**src/design/cmdu_pkg.sv**
```systemverilog
// Shared types and constants for the complex multiply / divide unit.
`timescale 1ns / 1ps

package cmdu_pkg;

  localparam int unsigned EPS_W     = 20;
  localparam logic [EPS_W-1:0] EPS_RESET = 20'd4295;
  localparam int unsigned QBITS     = 33;        // quotient bits, one per cell
  localparam int unsigned DEN_W     = 80;        // divisor scaled by 2^16
  localparam int unsigned REM_W     = 80;

  typedef enum logic {
    MODE_MUL = 1'b0,
    MODE_DIV = 1'b1
  } mode_t;

  typedef struct packed {
    logic               mode;
    logic signed [31:0] a_re;
    logic signed [31:0] a_im;
    logic signed [31:0] b_re;
    logic signed [31:0] b_im;
    logic               last_in;
  } in_t;

  typedef struct packed {
    logic signed [31:0] res_re;
    logic signed [31:0] res_im;
    logic               saturated;
    logic               last_out;
  } out_t;

  // State that one divider cell hands to the next
  typedef struct packed {
    logic              valid;
    logic              mode;
    logic              last;
    logic              neg_re;
    logic              neg_im;
    logic              ovf_re;
    logic              ovf_im;
    logic [DEN_W-1:0]  den;
    logic [REM_W-1:0]  rem_re;
    logic [REM_W-1:0]  rem_im;
    logic [QBITS-1:0]  q_re;
    logic [QBITS-1:0]  q_im;
  } cell_t;

endpackage

```
**src/design/cmdu_back.sv**
```systemverilog
// Back end: final rounding, sign, saturation and the output register.
`timescale 1ns / 1ps

module cmdu_back import cmdu_pkg::*; (
  input  logic  clk,
  input  logic  rst,
  input  logic  en,
  input  cell_t stage,
  output logic  valid,
  output out_t  data
);

  logic [QBITS-1:0]   qm_re, qm_im;
  logic signed [31:0] re_next, im_next;
  logic               sat_re, sat_im;

  // round the extra fraction bit of a quotient
  always_comb begin
    if (stage.mode == MODE_DIV) begin
      qm_re = (stage.q_re >> 1) + QBITS'(stage.q_re[0]);
      qm_im = (stage.q_im >> 1) + QBITS'(stage.q_im[0]);
    end else begin
      qm_re = stage.q_re;
      qm_im = stage.q_im;
    end
  end

  // apply sign and clip to the Q16.16 range
  always_comb begin
    if (stage.neg_re) begin
      sat_re  = stage.ovf_re || (qm_re > QBITS'(33'h0_8000_0000));
      re_next = sat_re ? 32'sh8000_0000 : 32'(-qm_re);
    end else begin
      sat_re  = stage.ovf_re || (qm_re > QBITS'(33'h0_7FFF_FFFF));
      re_next = sat_re ? 32'sh7FFF_FFFF : 32'(qm_re);
    end
    if (stage.neg_im) begin
      sat_im  = stage.ovf_im || (qm_im > QBITS'(33'h0_8000_0000));
      im_next = sat_im ? 32'sh8000_0000 : 32'(-qm_im);
    end else begin
      sat_im  = stage.ovf_im || (qm_im > QBITS'(33'h0_7FFF_FFFF));
      im_next = sat_im ? 32'sh7FFF_FFFF : 32'(qm_im);
    end
  end

  always_ff @(posedge clk) begin
    if (rst) begin
      valid <= 1'b0;
    end else if (en) begin
      valid <= stage.valid;
    end
    if (en) begin
      data.res_re    <= re_next;
      data.res_im    <= im_next;
      data.saturated <= sat_re || sat_im;
      data.last_out  <= stage.last;
    end
  end

endmodule

```
**config.mk**
```make
export PLATFORM = sky130hd
export DESIGN_NAME = cmdu_back
export DESIGN_NICKNAME = d
export VERILOG_FILES = /design/src/design/cmdu_pkg.sv /design/src/design/cmdu_back.sv
export SDC_FILE = /design/constraint.sdc
export NUM_CORES = 1
export LEC_CHECK = 0
export BUFFER_PORTS_ARGS = -buffer_cell sky130_fd_sc_hd__buf_2
export CELL_PAD_IN_SITES_DETAIL_PLACEMENT = 0
export CELL_PAD_IN_SITES_GLOBAL_PLACEMENT = 1
export CORE_ASPECT_RATIO = 1.1
export CORE_MARGIN = 2
export CORE_UTILIZATION = 30
export CTS_BUF_LIST = sky130_fd_sc_hd__clkbuf_4 sky130_fd_sc_hd__clkbuf_8 sky130_fd_sc_hd__clkbuf_16
export DETAILED_ROUTE_END_ITERATION = 10
export PLACE_DENSITY_LB_ADDON = 0.1
export SYNTH_ARGS = -nofsm -noshare
export SYNTH_HDL_FRONTEND = slang
export SYNTH_SLANG_ARGS = --single-unit
export TNS_END_PERCENT = 5
```
**constraint.sdc**
```tcl
create_clock -name clk -period 3.9 [get_ports clk]
set_clock_uncertainty 0.15 [all_clocks]
set_input_delay 0.975 -clock clk [delete_from_list [all_inputs] [get_ports clk]]
set_output_delay 0.975 -clock clk [all_outputs]
set_load 0.005 [all_outputs]
```
==> reports/qor.txt <==
Yosys top cell area share - 25.7%
CP Data Arrival Time - 4.14 ns
Crit Path Category - input port to flip-flop
Type of the most critical hold path - flip-flop to flip-flop
Synth Area in Adders - 1.30%
Layout cells sized above 1 - 45.7%
Grt ovf - 0
Sequential share of power - 31.3%
Initial Util - 30.5%
Synthesis-to-layout area growth - 59.2%
Fin Setup TNS - -4.04 ns
Final setup vio count - 32
I/O pins - 383
Vias per inst - 5.39
Predominant post-synthesis flop cell - edfxtp_1
Clock slew at reported path FFs - 0.06 ns
Critical Path Slowest Stage Cell - or4_4
Internal power - 0.00196 W
Final Worst Setup Slack - -0.221 ns
Initial antenna violation count - 1
Failing checks - negative setup slack
Final HPWL DP - 24100 µm
Post-synth top cells - nand2_1 (84), nor2_1 (75), edfxtp_1 (66)
Slew @ Worst Pin - 0.730 ns
Req. time, crit path - 3.92 ns
Finished Cell Area - 12300 µm²
Filler Cell Count - 2468
Max_cap viols - 0
Vias in the first global route - 8713
Logic pwr share - 37.0%
Total track usage - 22.2%
Largest net degree at the start of global routing - 44
Post-synthesis sequential area ratio - 26.0%
Antenna viol nets, final - 0
Maximum vdd drop - 243 µV
Sw Share - 31.7%
DRC errors left - 0
Post-synthesis cell count - 968
YS warnings - 0
WL/cell - 17.7 µm
FFs w/ async S/R, synth - 0%
Final hold slack - 0.336 ns
Most frequent cell on the critical path - buf_6
Die area - 27000 µm²
Clock latency on the worst-skew pair - 0.34 ns
Unique cell type count in the Yosys netlist - 94
Die Y - 172 µm
Syn Nets - 1292
NumNets Final - 1722
Critical path launch point type - input port
CP Max Fanout - 5
Slew headroom - 50.7%
Via count - 9429
RSZ-0062 raised after global routing - yes
Clock Path Buffers - 2
F_max - 243 MHz
Largest area contributor in the netlist - edfxtp_1
Family with the most delay on the worst path - simple AND/OR/NAND/NOR gates
Final hold violation count - 0
Final min period - 4.12 ns
Synth Area in Compound Gates - 26.4%
Core box area - 25300 µm²
CTS Hold Bufs - 0
Clock sink count - 67
CTS tree - done
Root Buffer Master - clkbuf_16
Post-synthesis register bit count - 67
Mux cell area share after synthesis - 3.20%
Top cells by area, synth - edfxtp_1 (26%), nand2_1 (4.1%), nor2_1 (3.7%)
Worst setup EP type - flip-flop
Global-route wire length before repair - 46400 µm
First-pass iteration count of the detailed router - 5
Xor/xnor share of the synthesized area - 2.62%
Most frequent cell after synthesis - nand2_1
N_diodes - 0
CP Buf/Inv Count - 4
P_leak - 4.94 nW
Dpl cell area - 11100 µm²
Buffers on Ports - 142
# rows - 61
Iteration-0 DRC Markers - 619
CP Cell Sequence - buf_8, ha_4, and4_4, nand4_1, buf_6, o31a_1, or4_4, a22oi_2, nand4_1, nor4_4, nor3_4, buf_6, buf_6, a211oi_4
Core Util, Final - 48.5%
Total power - 0.00287 W
Num CTS Buffers - 9
Clock power frac - 31.7%
Main combinational cell family by area after synthesis - simple AND/OR/NAND/NOR gates
Sw Pwr - 0.000911 W
Final period utilization - 106%
GPL Wtd Cong - 0.872
Post-synthesis simple-gate area fraction - 34.3%
Post-synth EDFFs - 66
Pwr Density - 234 nW/µm²
Slew Viols, Final - 0
H-tree Lvls - 3
Status - finished, violations left
Post-synth design cell area - 7700 µm²
Final wirelength - 30900 µm
Crit path largest cell delay - 0.51 ns
DIE WIDTH - 157 µm
R2r setup slk - 3.18 ns
Post-Synthesis Mean Instance Area - 7.95 µm²
[routing by layer]
metal  vias up  GRT usage, %  routed length, µm
li1       4687             -                  -
met3        50          3.01               1140
met4         2          7.38                991
met2       240          39.3              15300
met5         -             0                 14
met1      4450          27.6              13500
[logic make-up after synthesis]
| family | after synthesis |
|---|---|
| compound gates | 278 |
| buf+inv | 100 |
| simple gates | 468 |
| xor+xnor | 23 |
| flops | 67 |
| mux | 24 |
| fa+ha+maj | 8 |
[flip-flops by register name (all words and copies together) (netlist names)]
name / count
valid: 1
data: 66
[path summary, 6_finish.rpt]
check                           startpoint        to  cells after the start
worst max register to register       valid     valid                      2
worst max-delay path             stage[33]  data[55]                     14
worst min register to register       valid     valid                      2
worst min-delay path                 valid     valid                      2
[placed cells by master, fill, tap and decap left out, drive strengths merged, types with 19 or more instances in the layout]
cell	instances
inv	20
buf	497
edfxtp	66
a211oi	28
nand4	43
nand3	44
o21ai	30
or3	19
nor4	24
mux2i	19
and2	20
and3	22
nor2	76
nand2	85
nor3	44
a31oi	19
o31ai	20
a21oi	56
[metrics by stage]
step                      setup slack (ns)  instances
after floorplan                    -0.0669        968
after global placement              -0.795       1706
after detailed placement            -0.806       1706
after global routing                -0.271       1749
after CTS                          -0.0984       1737
final                               -0.221       1749
[power by group through the flow]
stage          Combinational [W]  Clock (W)  Sequential, W
5_1_grt                  0.00115   0.000967       0.000906
3_5_place_dp            0.000953          0       0.000912
6_report                 0.00106   0.000911       0.000898
3_3_place_gp            0.000954          0       0.000912
4_1_cts                 0.000993   0.000943       0.000899
2_1_floorplan           0.000440          0       0.000928
[worst reg2reg max path: stages (launching register included)]
cell and delay, ns:
dfxtp_1 0.30, mux2i_1 0.12, nor2_1 0.05
[what timing repair did]
item / in CTS / in global routing
pin swaps: 29 / 54
endpoints found under the setup margin: 64 / 65
setup buffers: 12 / 10
gates cloned: 3 / 2
resized for setup: 42 / 76
[layout make-up]
type / instances / area, µm² / area share (%)
clock inverters: 7 / 92.6 / 0.755
inverters: 20 / 75.1 / 0.612
repair buffers: 499 / 3670 / 29.9
well taps: 346 / 433 / 3.53
flip-flops and latches: 67 / 2000 / 16.3
clock buffers: 9 / 225 / 1.84
multi-input cells: 801 / 5770 / 47.0
No activity file was read; power rests on OpenSTA's default activity.
