**config.mk**
```make
export PLATFORM = sky130hd
export DESIGN_NAME = cmdu_cell
export DESIGN_NICKNAME = d
export VERILOG_FILES = /design/src/design/cmdu_pkg.sv /design/src/design/cmdu_cell.sv
export SDC_FILE = /design/constraint.sdc
export NUM_CORES = 1
export LEC_CHECK = 0
export BUFFER_PORTS_ARGS = -buffer_cell sky130_fd_sc_hd__buf_2
export CORE_AREA = 4 4 240 242
export CTS_CLUSTER_DIAMETER = 30
export CTS_CLUSTER_SIZE = 12
export DETAILED_ROUTE_END_ITERATION = 16
export DIE_AREA = 0 0 244 246
export PLACE_DENSITY = 0.67
export REMOVE_ABC_BUFFERS = 1
export SETUP_SLACK_MARGIN = 0.02
export SYNTH_ARGS = -nofsm -noshare
export SYNTH_HDL_FRONTEND = slang
export SYNTH_SLANG_ARGS = --single-unit
export TNS_END_PERCENT = 50
```
**constraint.sdc**
```tcl
create_clock -name clk -period 13 [get_ports clk]
set_clock_uncertainty 0.2 [all_clocks]
set_input_delay 3.9 -clock clk [delete_from_list [all_inputs] [get_ports clk]]
set_output_delay 3.9 -clock clk [all_outputs]
set_load 0.01 [all_outputs]
```
**src/design/cmdu_pkg.sv**
```systemverilog
// Shared types and constants for the complex multiply / divide unit.
`timescale 1ns / 1ps

package cmdu_pkg;

  localparam int unsigned EPS_W     = 20;
  localparam logic [EPS_W-1:0] EPS_RESET = 20'd4295;
  localparam int unsigned QBITS     = 33;        // quotient bits, one per cell
  localparam int unsigned DEN_W     = 80;        // divisor scaled by 2^16
  localparam int unsigned REM_W     = 80;

  typedef enum logic {
    MODE_MUL = 1'b0,
    MODE_DIV = 1'b1
  } mode_t;

  typedef struct packed {
    logic               mode;
    logic signed [31:0] a_re;
    logic signed [31:0] a_im;
    logic signed [31:0] b_re;
    logic signed [31:0] b_im;
    logic               last_in;
  } in_t;

  typedef struct packed {
    logic signed [31:0] res_re;
    logic signed [31:0] res_im;
    logic               saturated;
    logic               last_out;
  } out_t;

  // State that one divider cell hands to the next
  typedef struct packed {
    logic              valid;
    logic              mode;
    logic              last;
    logic              neg_re;
    logic              neg_im;
    logic              ovf_re;
    logic              ovf_im;
    logic [DEN_W-1:0]  den;
    logic [REM_W-1:0]  rem_re;
    logic [REM_W-1:0]  rem_im;
    logic [QBITS-1:0]  q_re;
    logic [QBITS-1:0]  q_im;
  } cell_t;

endpackage

```
**src/design/cmdu_cell.sv**
```systemverilog
// One restoring-division cell: one quotient bit for each of the two lanes.
`timescale 1ns / 1ps

module cmdu_cell import cmdu_pkg::*; (
  input  logic  clk,
  input  logic  rst,
  input  logic  en,
  input  cell_t prev,
  output cell_t stage
);

  logic [REM_W:0] t_re, t_im, d_ext;
  logic           ge_re, ge_im;
  cell_t          cell_next;

  // shift remainder, subtract scaled divisor when it fits
  always_comb begin
    t_re  = {prev.rem_re, 1'b0};
    t_im  = {prev.rem_im, 1'b0};
    d_ext = {1'b0, prev.den};
    ge_re = (t_re >= d_ext);
    ge_im = (t_im >= d_ext);
    cell_next = prev;
    if (prev.mode == MODE_DIV) begin
      cell_next.rem_re = ge_re ? REM_W'(t_re - d_ext) : t_re[REM_W-1:0];
      cell_next.rem_im = ge_im ? REM_W'(t_im - d_ext) : t_im[REM_W-1:0];
      cell_next.q_re   = {prev.q_re[QBITS-2:0], ge_re};
      cell_next.q_im   = {prev.q_im[QBITS-2:0], ge_im};
    end
  end

  // advance to the neighbor
  always_ff @(posedge clk) begin
    if (rst) begin
      stage.valid <= 1'b0;
    end else if (en) begin
      stage.valid <= cell_next.valid;
    end
    if (en) begin
      stage.mode   <= cell_next.mode;
      stage.last   <= cell_next.last;
      stage.neg_re <= cell_next.neg_re;
      stage.neg_im <= cell_next.neg_im;
      stage.ovf_re <= cell_next.ovf_re;
      stage.ovf_im <= cell_next.ovf_im;
      stage.den    <= cell_next.den;
      stage.rem_re <= cell_next.rem_re;
      stage.rem_im <= cell_next.rem_im;
      stage.q_re   <= cell_next.q_re;
      stage.q_im   <= cell_next.q_im;
    end
  end

endmodule

```
==> out/metrics.json <==
{
  "synthesis": {
    "synth-seq-cells": 313,
    "synth-edff-count": 312,
    "post_synth_main_area_contributors": "edfxtp_1 (39%), ha_1 (8.4%), a21oi_1 (6.5%)",
    "synth_top_area_share_pct": 39.1,
    "synth_commonest_cells": "edfxtp_1 (312), a21oi_1 (309), nor2_1 (282)",
    "yosysWarnings": 0,
    "netlist.top_cell.by_area": "edfxtp_1",
    "async_flop_share_pct": 0,
    "ys.flop_type": "edfxtp_1",
    "synth_seq_area_share_pct": 39.2,
    "synth_cell_types": 74,
    "synth.most_common_cell": "edfxtp_1",
    "syn-mean-instance-area_um2": 8.93,
    "postSynthCellCount": 2683,
    "post_synth_instance_area_um2": 23900
  },
  "placement": {
    "placement.setup.worst_slack_ns": 3.67,
    "io_buf_count": 628,
    "gpl.final_weighted_congestion": 0.958,
    "detailedPlacementHpwl_um": 73400,
    "post_dp_cell_area_um2": 27500
  },
  "floorplanning": {
    "design.die.area_um2": 60000,
    "floorplan.die.width_um": 244,
    "placeableCoreArea_um2": 55100,
    "ports": 629,
    "die-height_um": 246,
    "floorplan.initialDensity_pct": 43.5,
    "row_count": 86
  },
  "worst_hold_path": {
    "hold_class": "register to register",
    "worstHoldStart": "stage[312]"
  },
  "drt": {
    "viasPerCell": 5.77,
    "drt_first_iter_violations": 1924,
    "routedWlPerCell_um": 22.9,
    "routed-via-count": 23400,
    "postRouteAntennaNets": 0,
    "drt_pre_antenna_iters": 6,
    "finalWirelength_um": 92800,
    "residual_drc": 0
  },
  "clock_network": {
    "tritoncts_clock_tree": "built",
    "cts_setup_buffers": 0,
    "cts_htree_levels": 3,
    "cts-root-to-sink-buffers": 3,
    "clockRootBuffer": "clkbuf_16",
    "cts.repair.resized": 0,
    "ctsHoldBuffers": 0,
    "cts.sinks": 313,
    "worst_setup_hold_path_clk_slew_ns": 0.04,
    "cts_buffers": 77,
    "worst_skew_pair.late_latency_ns": 0.60
  },
  "critical_path": {
    "worst_ep_required_time_ns": 13.09,
    "worst_r2r_startpoint": "stage[312]",
    "worstReg2RegEnd": "stage[312]",
    "crit_path_max_fanout": 38,
    "arrival_ns": 9.04,
    "startpoint_type": "primary input",
    "crit_path_start": "prev[238]",
    "register_to_register_setup_slack_ns": 12.21,
    "crit_type": "primary input to register",
    "setup_crit_end_kind": "register",
    "ff2ff_path_depth": 2,
    "worst_setup_path_endpoint": "stage[127]"
  },
  "pwr": {
    "total_power_mw": 4.29,
    "leakage_dissipation_nw": 12.9,
    "peakVddDrop_v": 0.000104,
    "cellPowerDensity_nw_per_um2": 142
  },
  "global_route": {
    "grt_max_degree": 173,
    "first_pass_grt_wire_length_um": 138000,
    "grt_antenna_before_repair": 14,
    "globalRouteOverflowTotal": 0,
    "grt_pass1_vias": 22600,
    "grt.total_usage_pct": 29.5
  },
  "cells_and_area": {
    "largest_register_ff_count": 313,
    "top_register": "stage",
    "reg_top3": "stage (313)",
    "n_fill_cell": 5133,
    "area_growth_syn_to_layout_pct": 26.1,
    "drive_above_1_share_pct": 25.7,
    "layout.cell_area.non_filler_um2": 30200,
    "layout.nets": 3720
  },
  "timing": {
    "layout_worst_path_cycle_share_pct": 68.9,
    "setup_total_negative_slack_ns": 0,
    "max_slew.worst_pin.slew_ns": 1.20,
    "fmaxAchievable_mhz": 112,
    "setup_slack_ns": 4.05,
    "drv_slew": 0,
    "grt_setup_unrepaired": "false",
    "timing.hold.ws_ns": 0.314,
    "slew_headroom_pct": 19.6,
    "post-route-min-period_ns": 8.95,
    "setup_viol": 0,
    "hold_viol_final": 0
  },
  "outcome": {
    "run_status": "finished clean"
  },
  "job": {
    "max_cap_viol_count": 0
  }
}
stage by stage:
step                      utilization (%)  cells
after floorplan                         -   2519
after global placement               50.0   3911
after detailed placement             50.0   3911
after CTS                            54.8   4049
after global routing                 54.8   4057
final                                54.8   4059
routing by layer:
layer / global-route usage (%) / wire length (µm) / vias up
met1: 38.7 / 39100 / 11100
li1: - / - / 11200
met5: 0 / 27 / -
met3: 6.25 / 7410 / 142
met2: 49.0 / 43900 / 996
met4: 9.05 / 2320 / 4
worst max-delay path: stages:
cell and delay (ns):
buf_2 0.10, inv_1 0.07, ha_1 0.40, a21oi_1 0.23, o21ai_0 0.18, a221o_1 0.40, nand2_1 0.07, nor3b_1 0.63
o211ai_1 0.32, nand4_1 0.25, a21oi_1 0.17, o311a_2 0.65, buf_4 0.37, o21ai_1 0.96, o221ai_1 0.28
final cells by class:
class                           instances  area (µm²)  area share, %
Antenna cell                           10        25.0         0.0829
Multi-Input combinational cell       2071       13400           44.4
Clock inverter                         52         646           2.14
Timing Repair Buffer                  644        3300           10.9
Sequential cell                       313        9390           31.1
Clock buffer                           86        1980           6.56
Tap cell                              748         936           3.10
Inverter                              135         507           1.68
cell families after synthesis:
| kind of cell | after synthesis | synth area share (%) |
|---|---|---|
| AND/OR/NAND/NOR | 789 | 15.2 |
| AO/OA/AOI/OAI | 888 | 22.9 |
| multiplexers | 90 | 4.13 |
| XOR/XNOR | 142 | 5.19 |
| flip-flops | 313 | 39.2 |
| buffers and inverters | 299 | 4.83 |
| adder cells (fa/ha/maj) | 162 | 8.53 |
how the worst min path moves through the flow:
stage | to | slack, ns | cells past startpoint
floorplan | stage[312] | 0.33 | 2
detailed placement | stage[312] | 0.30 | 2
global route | stage[312] | 0.35 | 2
finish | stage[312] | 0.31 | 2
global placement | stage[312] | 0.28 | 2
CTS | stage[312] | 0.31 | 2
power by group:
| group | switching [mW] | internal [mW] |
|---|---|---|
| clock network | 0.633 | 1.32 |
| logic | 0.660 | 0.398 |
| registers | 0.0352 | 1.25 |
layout by cell type (no fill, tap or decap), types with 22 or more instances in the layout:
cell       Yosys  layout
nand3_1      122     122
edfxtp_1     312     312
xnor2_1       87      87
nor3_1        30      30
nand2b_1      23      23
xor2_1        55      55
inv_1        135     135
o21a_1        25      25
o21bai_1      32      32
a21o_1        81      81
clkbuf_16      0      78
nand2_1      176     176
a31oi_1       96      96
nor2_1       282     281
mux2_2        70      70
nor2b_1       23      23
ha_1         160     160
o21ai_0      184     183
nand4_1       64      64
a21oi_1      309     309
buf_2         18     626
o221ai_1      22      22
No activity file was read; power rests on OpenSTA's default activity.
